--- src/rtl/b64enc_pkg.sv ---
// Shared types, constants and the sextet-to-character mapping for the base64 encoder.
package b64enc_pkg;

  localparam int unsigned QueueDepth = 2;

  localparam logic [7:0] PadChar = 8'h3D;

  typedef struct packed {
    logic [23:0] bits;
    logic [1:0]  nbytes;
    logic        fin;
  } group_t;

  function automatic logic [7:0] sextet_char(input logic [5:0] v);
    logic [7:0] ch;
    case (v) inside
      [6'd0:6'd25]:  ch = 8'h41 + {2'b00, v};
      [6'd26:6'd51]: ch = 8'h61 + {2'b00, v} - 8'd26;
      [6'd52:6'd61]: ch = 8'h30 + {2'b00, v} - 8'd52;
      6'd62:         ch = 8'h2B;
      default:       ch = 8'h2F;
    endcase
    return ch;
  endfunction

endpackage

--- src/rtl/b64enc_front.sv ---
// Front end: gathers input bytes into groups of up to three and pushes complete groups.
module b64enc_front (
  input  logic                 clk,
  input  logic                 rst,
  input  logic                 in_valid,
  output logic                 in_ready,
  input  logic [7:0]           data_byte,
  input  logic                 final_byte,
  output logic                 push_valid,
  input  logic                 push_ready,
  output b64enc_pkg::group_t   push_group
);
  import b64enc_pkg::*;

  logic [1:0] pending_count;
  logic [1:0] pending_count_next;
  logic [7:0] byte0;
  logic [7:0] byte0_next;
  logic [7:0] byte1;
  logic [7:0] byte1_next;
  logic       accept;
  logic       completes;
  logic [7:0] g0;
  logic [7:0] g1;
  logic [7:0] g2;

  assign in_ready  = push_ready;
  assign accept    = in_valid && in_ready;
  assign completes = final_byte || (pending_count >= 2'd2);

  always_comb begin
    g0 = data_byte;
    g1 = 8'h00;
    g2 = 8'h00;
    case (pending_count)
      2'd0: begin
        g0 = data_byte;
      end
      2'd1: begin
        g0 = byte0;
        g1 = data_byte;
      end
      default: begin
        g0 = byte0;
        g1 = byte1;
        g2 = data_byte;
      end
    endcase
  end

  assign push_valid        = accept && completes;
  assign push_group.bits   = {g0, g1, g2};
  assign push_group.nbytes = (pending_count >= 2'd2) ? 2'd3 : pending_count + 2'd1;
  assign push_group.fin    = final_byte;

  always_comb begin
    pending_count_next = pending_count;
    byte0_next         = byte0;
    byte1_next         = byte1;
    if (accept) begin
      if (completes) begin
        pending_count_next = 2'd0;
        byte0_next         = 8'h00;
        byte1_next         = 8'h00;
      end else begin
        pending_count_next = pending_count + 2'd1;
        if (pending_count == 2'd0) begin
          byte0_next = data_byte;
        end else begin
          byte1_next = data_byte;
        end
      end
    end
  end

  always_ff @(posedge clk) begin
    if (rst) begin
      pending_count <= 2'd0;
      byte0         <= 8'h00;
      byte1         <= 8'h00;
    end else begin
      pending_count <= pending_count_next;
      byte0         <= byte0_next;
      byte1         <= byte1_next;
    end
  end

  a_count_range: assert property (@(posedge clk) disable iff (rst)
    pending_count <= 2'd2)
    else $error("pending count beyond two");

  a_flush_clears: assert property (@(posedge clk) disable iff (rst)
    push_valid |=> pending_count == 2'd0)
    else $error("pending bytes kept after group push");

endmodule

--- src/rtl/b64enc_queue.sv ---
// Short group queue between the front end and the character emitter.
module b64enc_queue #(
  parameter int unsigned DEPTH = b64enc_pkg::QueueDepth
) (
  input  logic                 clk,
  input  logic                 rst,
  input  logic                 push_valid,
  output logic                 push_ready,
  input  b64enc_pkg::group_t   push_group,
  output logic                 pop_valid,
  input  logic                 pop_ready,
  output b64enc_pkg::group_t   pop_group
);
  import b64enc_pkg::*;

  localparam int unsigned PtrW = (DEPTH > 1) ? $clog2(DEPTH) : 1;
  localparam int unsigned CntW = $clog2(DEPTH + 1);
  localparam logic [PtrW-1:0] LastPtr = PtrW'(DEPTH - 1);
  localparam logic [CntW-1:0] FullCnt = CntW'(DEPTH);

  group_t          slots [DEPTH];
  logic [PtrW-1:0] wr_ptr;
  logic [PtrW-1:0] rd_ptr;
  logic [CntW-1:0] count;
  logic            do_push;
  logic            do_pop;

  assign push_ready = (count != FullCnt);
  assign pop_valid  = (count != '0);
  assign pop_group  = slots[rd_ptr];
  assign do_push    = push_valid && push_ready;
  assign do_pop     = pop_valid && pop_ready;

  always_ff @(posedge clk) begin
    if (do_push) begin
      slots[wr_ptr] <= push_group;
    end
  end

  always_ff @(posedge clk) begin
    if (rst) begin
      wr_ptr <= '0;
      rd_ptr <= '0;
      count  <= '0;
    end else begin
      if (do_push) begin
        wr_ptr <= (wr_ptr == LastPtr) ? '0 : wr_ptr + 1'b1;
      end
      if (do_pop) begin
        rd_ptr <= (rd_ptr == LastPtr) ? '0 : rd_ptr + 1'b1;
      end
      case ({do_push, do_pop})
        2'b10:   count <= count + 1'b1;
        2'b01:   count <= count - 1'b1;
        default: count <= count;
      endcase
    end
  end

  a_no_overflow: assert property (@(posedge clk) disable iff (rst)
    count <= FullCnt)
    else $error("queue count overflow");

  a_push_counts: assert property (@(posedge clk) disable iff (rst)
    (do_push && !do_pop) |=> count == $past(count) + 1'b1)
    else $error("push not counted");

endmodule

--- src/rtl/b64enc_back.sv ---
// Back end: emits the four characters of each queued group through an output register.
module b64enc_back (
  input  logic                 clk,
  input  logic                 rst,
  input  logic                 pop_valid,
  output logic                 pop_ready,
  input  b64enc_pkg::group_t   pop_group,
  output logic                 out_valid,
  input  logic                 out_ready,
  output logic [7:0]           out_char,
  output logic                 end_of_text
);
  import b64enc_pkg::*;

  logic [1:0] idx;
  logic       load;
  logic [5:0] sextet;
  logic [7:0] ch;
  logic       last;

  assign load      = pop_valid && (!out_valid || out_ready);
  assign pop_ready = load && (idx == 2'd3);

  always_comb begin
    case (idx)
      2'd0:    sextet = pop_group.bits[23:18];
      2'd1:    sextet = pop_group.bits[17:12];
      2'd2:    sextet = pop_group.bits[11:6];
      default: sextet = pop_group.bits[5:0];
    endcase
    ch   = (idx <= pop_group.nbytes) ? sextet_char(sextet) : PadChar;
    last = pop_group.fin && (idx == 2'd3);
  end

  always_ff @(posedge clk) begin
    if (rst) begin
      out_valid <= 1'b0;
      idx       <= 2'd0;
    end else begin
      if (load) begin
        out_valid <= 1'b1;
        idx       <= idx + 2'd1;
      end else if (out_ready) begin
        out_valid <= 1'b0;
      end
    end
  end

  always_ff @(posedge clk) begin
    if (load) begin
      out_char    <= ch;
      end_of_text <= last;
    end
  end

  a_wrap_after_group: assert property (@(posedge clk) disable iff (rst)
    pop_ready |=> idx == 2'd0)
    else $error("character index not wrapped after group");

  a_eot_on_fourth: assert property (@(posedge clk) disable iff (rst)
    (load && last) |-> pop_ready)
    else $error("end of text not on last character of group");

endmodule

--- src/rtl/base64_stream_encoder.sv ---
// Top level of the streaming base64 encoder.
// Input channel: one raw byte per transaction (data_byte), final_byte set on the
// last byte of a text. Output channel: one ASCII character per transaction
// (out_char), end_of_text set on the last character of the encoded text.
// Every third byte, or any byte with final_byte set, closes a group; the group
// enters a short queue and leaves as four characters, '=' padding a short group.
// The byte that closes a group writes it into the queue; the emitter then loads
// its first character into the output register, and the rest follow one per
// cycle while the receiver is ready. Bytes are accepted every cycle while the
// queue has room.
// Reset clears pending bytes, empties the queue and drops out_valid; the next byte starts
// a new text. When the receiver stalls, the output register holds its
// character, the queue fills, and in_ready falls once the queue is full.
module base64_stream_encoder #(
  parameter int unsigned QUEUE_DEPTH = b64enc_pkg::QueueDepth
) (
  input  logic       clk,
  input  logic       rst,
  input  logic       in_valid,
  output logic       in_ready,
  input  logic [7:0] data_byte,
  input  logic       final_byte,
  output logic       out_valid,
  input  logic       out_ready,
  output logic [7:0] out_char,
  output logic       end_of_text
);
  import b64enc_pkg::*;

  logic   push_valid;
  logic   push_ready;
  group_t push_group;
  logic   pop_valid;
  logic   pop_ready;
  group_t pop_group;

  b64enc_front u_front (
    .clk        (clk),
    .rst        (rst),
    .in_valid   (in_valid),
    .in_ready   (in_ready),
    .data_byte  (data_byte),
    .final_byte (final_byte),
    .push_valid (push_valid),
    .push_ready (push_ready),
    .push_group (push_group)
  );

  b64enc_queue #(
    .DEPTH (QUEUE_DEPTH)
  ) u_queue (
    .clk        (clk),
    .rst        (rst),
    .push_valid (push_valid),
    .push_ready (push_ready),
    .push_group (push_group),
    .pop_valid  (pop_valid),
    .pop_ready  (pop_ready),
    .pop_group  (pop_group)
  );

  b64enc_back u_back (
    .clk         (clk),
    .rst         (rst),
    .pop_valid   (pop_valid),
    .pop_ready   (pop_ready),
    .pop_group   (pop_group),
    .out_valid   (out_valid),
    .out_ready   (out_ready),
    .out_char    (out_char),
    .end_of_text (end_of_text)
  );

endmodule

--- config.mk ---
export PLATFORM = sky130hd
export DESIGN_NAME = base64_stream_encoder
export DESIGN_NICKNAME = d
export VERILOG_FILES = /design/src/rtl/b64enc_pkg.sv /design/src/rtl/b64enc_front.sv /design/src/rtl/b64enc_queue.sv /design/src/rtl/b64enc_back.sv /design/src/rtl/base64_stream_encoder.sv
export SDC_FILE = /design/constraint.sdc
export NUM_CORES = 1
export LEC_CHECK = 0
export ABC_CLOCK_PERIOD_IN_PS = 3800
export BUFFER_PORTS_ARGS = -buffer_cell sky130_fd_sc_hd__buf_2
export CAP_MARGIN = 20
export CORE_ASPECT_RATIO = 1.75
export CORE_MARGIN = 5
export CORE_UTILIZATION = 55
export CTS_BUF_LIST = sky130_fd_sc_hd__clkbuf_4
export CTS_CLUSTER_DIAMETER = 40
export DETAILED_ROUTE_END_ITERATION = 7
export PLACE_DENSITY = 0.7
export SYNTH_ARGS = -nofsm -noshare
export SYNTH_HDL_FRONTEND = slang
export SYNTH_SLANG_ARGS = --single-unit
--- constraint.sdc ---
create_clock -name clk -period 3.8 [get_ports clk]
set_input_delay 0.76 -clock clk [delete_from_list [all_inputs] [get_ports clk]]
set_output_delay 0.76 -clock clk [all_outputs]
set_load 0.005 [all_outputs]
-- After elaboration in Yosys (flattened, before gate mapping)
Memory sizes are Yosys's and may differ from the RTL's. A register that Yosys moved wholly into a read port is not among the register bits.
Cells that the tools add are included.
- memories: 1
- output and inout port bits: 11
- memory bits (writable): 54
- latch bits: 0
- word-level logic and storage cells: 81
- bits of input ports: 13
- bits in registers: 34
- memory bits (read-only): 0
- memories (name ; words ; bits a word ; rd ports ; clocked after Yosys merged registers in ; write ports ; RTL line ; text):
    u_queue.slots ; 2 ; 27 ; 1 ; 1 ; 1 ; b64enc_queue.sv:21 ; group_t slots [DEPTH];
- equal/unequal tests: 9
- shifts and indexed selects: 0
- bitwise operators: 0
- multiply operators: 0
- reductions and logical operators: 20
- divide/modulo/power cells: 0
- mux-type cells: 22
- $add $sub $neg: 11
- order comparisons: 8
- operators with widths (cell ; number):
    2-to-1 mux 8 bit ; 8
    case mux 6 bit (3 select lines) ; 1
    adder 7 x 6 -> 8 bit (first input constant) ; 2
    case mux 8 bit (2 select lines) ; 1
    <= comparator 6 bit (second input constant) ; 2
    logical AND 1 bit ; 10
    2-to-1 mux 1 bit ; 8
    subtractor 8 x 5 -> 8 bit (second input constant) ; 1
    subtractor 8 x 6 -> 8 bit (second input constant) ; 1
    adder 6 x 6 -> 7 bit (first input constant) ; 1
    adder 2 x 1 -> 2 bit (second input constant) ; 3
    equality test 2 x 1 -> 1 bit (second input constant) ; 3
    equality test 2 bit (second input constant) ; 3
    equality test 6 bit (second input constant) ; 1
    greater-or-equal comparator 6 x 1 -> 1 bit (second input constant) ; 1
    greater-or-equal comparator 6 x 5 -> 1 bit (second input constant) ; 1
    greater-or-equal comparator 6 bit (second input constant) ; 1
    <= comparator 6 x 5 -> 1 bit (second input constant) ; 1
    nonzero test 2 bit ; 3
    zero test 2 bit ; 2
    2-to-1 mux 2 bit ; 2
    case mux 2 bit (2 select lines) ; 1
    2-to-1 mux 3 bit ; 1
    adder 1 bit (second input constant) ; 2
    other kinds (9) ; 10

-- Depth between registers and ports, before layout
- depth after elaboration: 7
- depth in mapped cells: 16
- mapped depth without buffers: 13

-- Modules after synthesis
A second synthesis with hierarchy kept.
- cells, all modules: 337
- area total of the unflattened synthesis: 4251.6 sq um
- by module, submodules not included (module ; times used ; seq. area each (sq um) ; area each (sq um) ; cells an instance):
    b64enc_queue ; 1 ; 1721.7 ; 2163.3 ; 108
    b64enc_back ; 1 ; 330.3 ; 1082.3 ; 117
    b64enc_front ; 1 ; 360.3 ; 1006.0 ; 112

-- Worst setup path before layout
No wires, ideal clock.
- kind: reg-to-reg
- start: register u_back.idx[1]
- end: register u_back.out_char[3] (data pin)
- path slack: 390 ps
- required time: 3545 ps
- period minus slack after synthesis: 3410 ps
- arrival: 3154 ps
- setup time: 255 ps
- stages on the path, launching flop included: 15
- cell sequence: dfxtp_1 > inv_1 > ha_1 > buf_2 > a22oi_1 > nand3_1 > nand3_1 > inv_1 > ha_1 > a221oi_1 > a31oi_2 > a41oi_4 > buf_2 > nand4b_1 > a31o_1
- word-level cells in the longest chain between the ends: 7
- elaborated cells on any way between the ends: 22
- classes of those cells: add/sub (5); order compare (7); eq/ne (2); mux (4); reduce/logical (4)
- RTL lines (item ; RTL line ; text):
    start: declaration ; b64enc_back.sv:15 ; logic [1:0] idx;
    start signal: assignment ; b64enc_back.sv:42 ; idx <= idx + 2'd1;
    equality test 2 bit (tied with other cells) ; b64enc_back.sv:25 ; case (idx)
    case mux 6 bit (3 select lines) ; b64enc_back.sv:25 ;
    adder 6 x 6 -> 7 bit (tied with other cells) ; b64enc_pkg.sv:19 ; [6'd52:6'd61]: ch = 8'h30 + {2'b00, v} - 8'd52;
    subtractor 8 x 6 -> 8 bit / logical AND 1 bit (equally long branches) ; b64enc_pkg.sv:19, b64enc_back.sv:31 ;
    2-to-1 mux 8 bit (3 in a row) ; b64enc_pkg.sv:16 ; case (v) inside
    end signal: assignment ; b64enc_back.sv:51 ; out_char <= ch;
    end: declaration ; b64enc_back.sv:10 ; output logic [7:0] out_char,
Several ways; a longest one is shown, not always the timed one.
A chain may end at the register's enable or synchronous reset.

-- Worst setup path in the final report
- start: register u_back.idx[0]
- end: register u_back.out_char[3] (data pin)
Same word-level chain as after synthesis.

==> flow_summary.toml <==
[pwr]
total_leakage_power_nw = 1.82
power_density_nw_per_um2 = 466
peakVddDrop_mv = 0.342

[finish]
nNetsFinal = 470
postLayoutCoreUtil_pct = 61.7
syn_to_final_growth_pct = 9.93
drive_gt1_share_pct = 18.5
fin_area_um2 = 4920
diodes = 0

[hold_path]
hp-class = "reg2reg"
worstHoldStart = "u_front.byte1[5]"

[yosys]
synth_area_leaders = "edfxtp_1, dfxtp_1, ha_1, a22oi_1, nand2_1"
async_flop_share_pct = 0
ys_seq_area_share_pct = 53.9
synth_cell_types = 55
syn-num-nets = 435
synth_top_area_share_pct = 42.3
yosysWarningCount = 0
yosys_most_used_dff = "edfxtp_1"
synth_edf_count = 63
synth_seq_cells = 89
yosysTopAreaCell = "edfxtp_1"
syn_area_um2 = 4470
avgSynthCellArea_um2 = 11.4
netlist_instances = 393

[sta]
fin_skew_ns = 0.0187
setup_violations = 0
slew_violations = 0
rsz0062_at_grt = "false"
tns_ns = 0
fmax_mhz = 274
finalCritPeriodShare_pct = 96.0
finalHoldViolCount = 0
period_needed_ns = 3.65
worst_slew_pin_slew_ns = 0.618
maxSlewHeadroom_pct = 58.8

[global_routing]
grt_pass1_wl_um = 15200
grt_util_all_layers_pct = 19.7
first_global_vias = 3063
grt_start_max_net_pins = 28
antenna_found_initial = 0
overflow = 0

[critical_path]
crit_type = "reg2reg"
reg2reg_from = "u_back.idx[0]"
crit_path_end_kind = "register"
crit_fanout = 10
cp-start-kind = "register"
cp-startpoint = "u_back.idx[0]"
cp.required_ns = 4.02
arrival_ns = 3.87

[clocking]
postCtsHoldBufs = 0
clock-sinks = 89
cts_tree = "built"
root_buffer = "clkbuf_4"
worstSkewPairLatency_ns = 0.44
cts_buffer_depth = 2
htreeDepth = 3
cts_made_buffers = 9
clk_pin_slew_worst_paths_ns = 0.14

[die]
die_w_um = 78.2
ios = 24
coreArea_um2 = 7960
num_rows = 43
die-area_um2 = 10100
initial_core_util_pct = 56.2
die_h_um = 129

[drt]
drtPass1Iterations = 4
drc = 0
via_per_inst = 5.87
drt-initial-drc-count = 120
routed-via-count = 3072
wl_per_cell_um = 18.2
wirelength_um = 9510
ant_nets = 0

[run]
drv_cap = 0

[place]
dpl_cell_area_um2 = 4740
dpl.hpwl_um = 7170
portBuffers = 23
place.gp.congestion = 0.857

[run_status]
outcome = "completed"
-- sequential cells by signal, indices dropped and copies added (netlist names), named ones only --
signal                 flops
u_back.end_of_text         1
u_back.idx                 2
u_back.out_char            8
u_back.out_valid           1
u_front.byte0              8
u_front.byte1              8
u_front.pending_count      2
u_queue.count              2
u_queue.rd_ptr             1
u_queue.slots             54
u_queue.wr_ptr             1
-- synth_stat cells, drive strengths merged, types with 5 or more instances --
cell,count
and2,9
edfxtp,63
nand2,38
inv,16
xnor2,9
o21ai,15
nand2b,12
a22oi,27
dfxtp,26
clkbuf,10
mux2,10
ha,29
mux2i,13
a21oi,8
buf,7
nor2b,5
nor2,37
nand3,14
-- cell usage in the layout, fill, tap and decap left out, drive strengths merged, types with 10 or more instances in the layout --
| cell type | Yosys | final |
|---|---|---|
| nand2 | 38 | 38 |
| mux2i | 13 | 13 |
| inv | 16 | 17 |
| edfxtp | 63 | 63 |
| mux2 | 10 | 10 |
| ha | 29 | 29 |
| nand2b | 12 | 12 |
| clkbuf | 10 | 10 |
| o21ai | 15 | 15 |
| a22oi | 27 | 27 |
| nand3 | 14 | 14 |
| nor2 | 37 | 37 |
| dfxtp | 26 | 26 |
| buf | 7 | 40 |
-- power by group --
part	internal [W]	switching, W
sequential	0.00111	0.0000214
combinational	0.000252	0.000383
clock	0.000210	0.000315
-- routing by layer --
metal  up-vias  share of wire [%]  routed length [µm]  GRT usage [%]
met4         0                4.4                 414           12.2
met5         -                  0                   0              0
met2        68                 56                5330           37.4
met3        32                2.6                 243           2.50
met1      1472                 37                3520           20.2
li1       1500                  -                   -              -
-- logic make-up (layout without fill, tap and decap cells) --
family	count (synthesis)	count (layout)	share of synthesized area [%]
xor+xnor	11	11	2.15
compound gates	77	78	12.6
buf+inv	33	72	3.11
simple gates	130	130	14.2
mux	24	24	5.93
flops	89	89	53.9
fa+ha+maj	29	29	8.11
-- area by class of cell --
type / count / area, µm²
Inverter: 16 / 60.1
Tap cell: 90 / 113
Clock inverter: 6 / 67.6
Clock buffer: 10 / 75.1
Timing Repair Buffer: 40 / 243
Multi-Input combinational cell: 272 / 1940
Fill cell: 650 / 3050
Sequential cell: 89 / 2410
-- worst max-delay path, stage by stage, from the launching register on --
cell and delay, ns:
dfxtp_1 0.47, inv_1 0.13, ha_1 0.25, buf_4 0.18, a22oi_1 0.22, a32oi_1 0.15
nand2_2 0.24, inv_1 0.12, ha_1 0.26, inv_1 0.08, a221oi_1 0.07, buf_4 0.16
nor2_4 0.13, a41oi_2 0.23, or4_1 0.53, a31o_1 0.22
-- metrics by stage --
stage	setup WS (ns)	hold slack (ns)	power [W]	cells
floorplan	0.390	0.467	0.00157	393
global placement	0.171	0.482	0.00175	504
detailed placement	0.0688	0.490	0.00176	504
CTS	0.0529	0.495	0.00228	520
global route	0.00277	0.497	0.00242	523
finish	0.152	0.517	0.00229	523
-- repair_timing --
item                                    4_1_cts  5_1_grt
gates resized for setup                       0        2
setup buffers                                 0        2
endpoints found under the setup margin        0        8
-- path summary, 6_finish.rpt --
check / endpoint / slack [ns] / depth (start not counted)
hold / removal: u_front.byte1[5] / 0.52 / 2
setup reg to reg: u_back.out_char[3] / 0.15 / 15
hold reg to reg: u_front.byte1[5] / 0.52 / 2
setup / recovery: u_back.out_char[3] / 0.15 / 15
No activity file was read; power rests on OpenSTA's default activity.
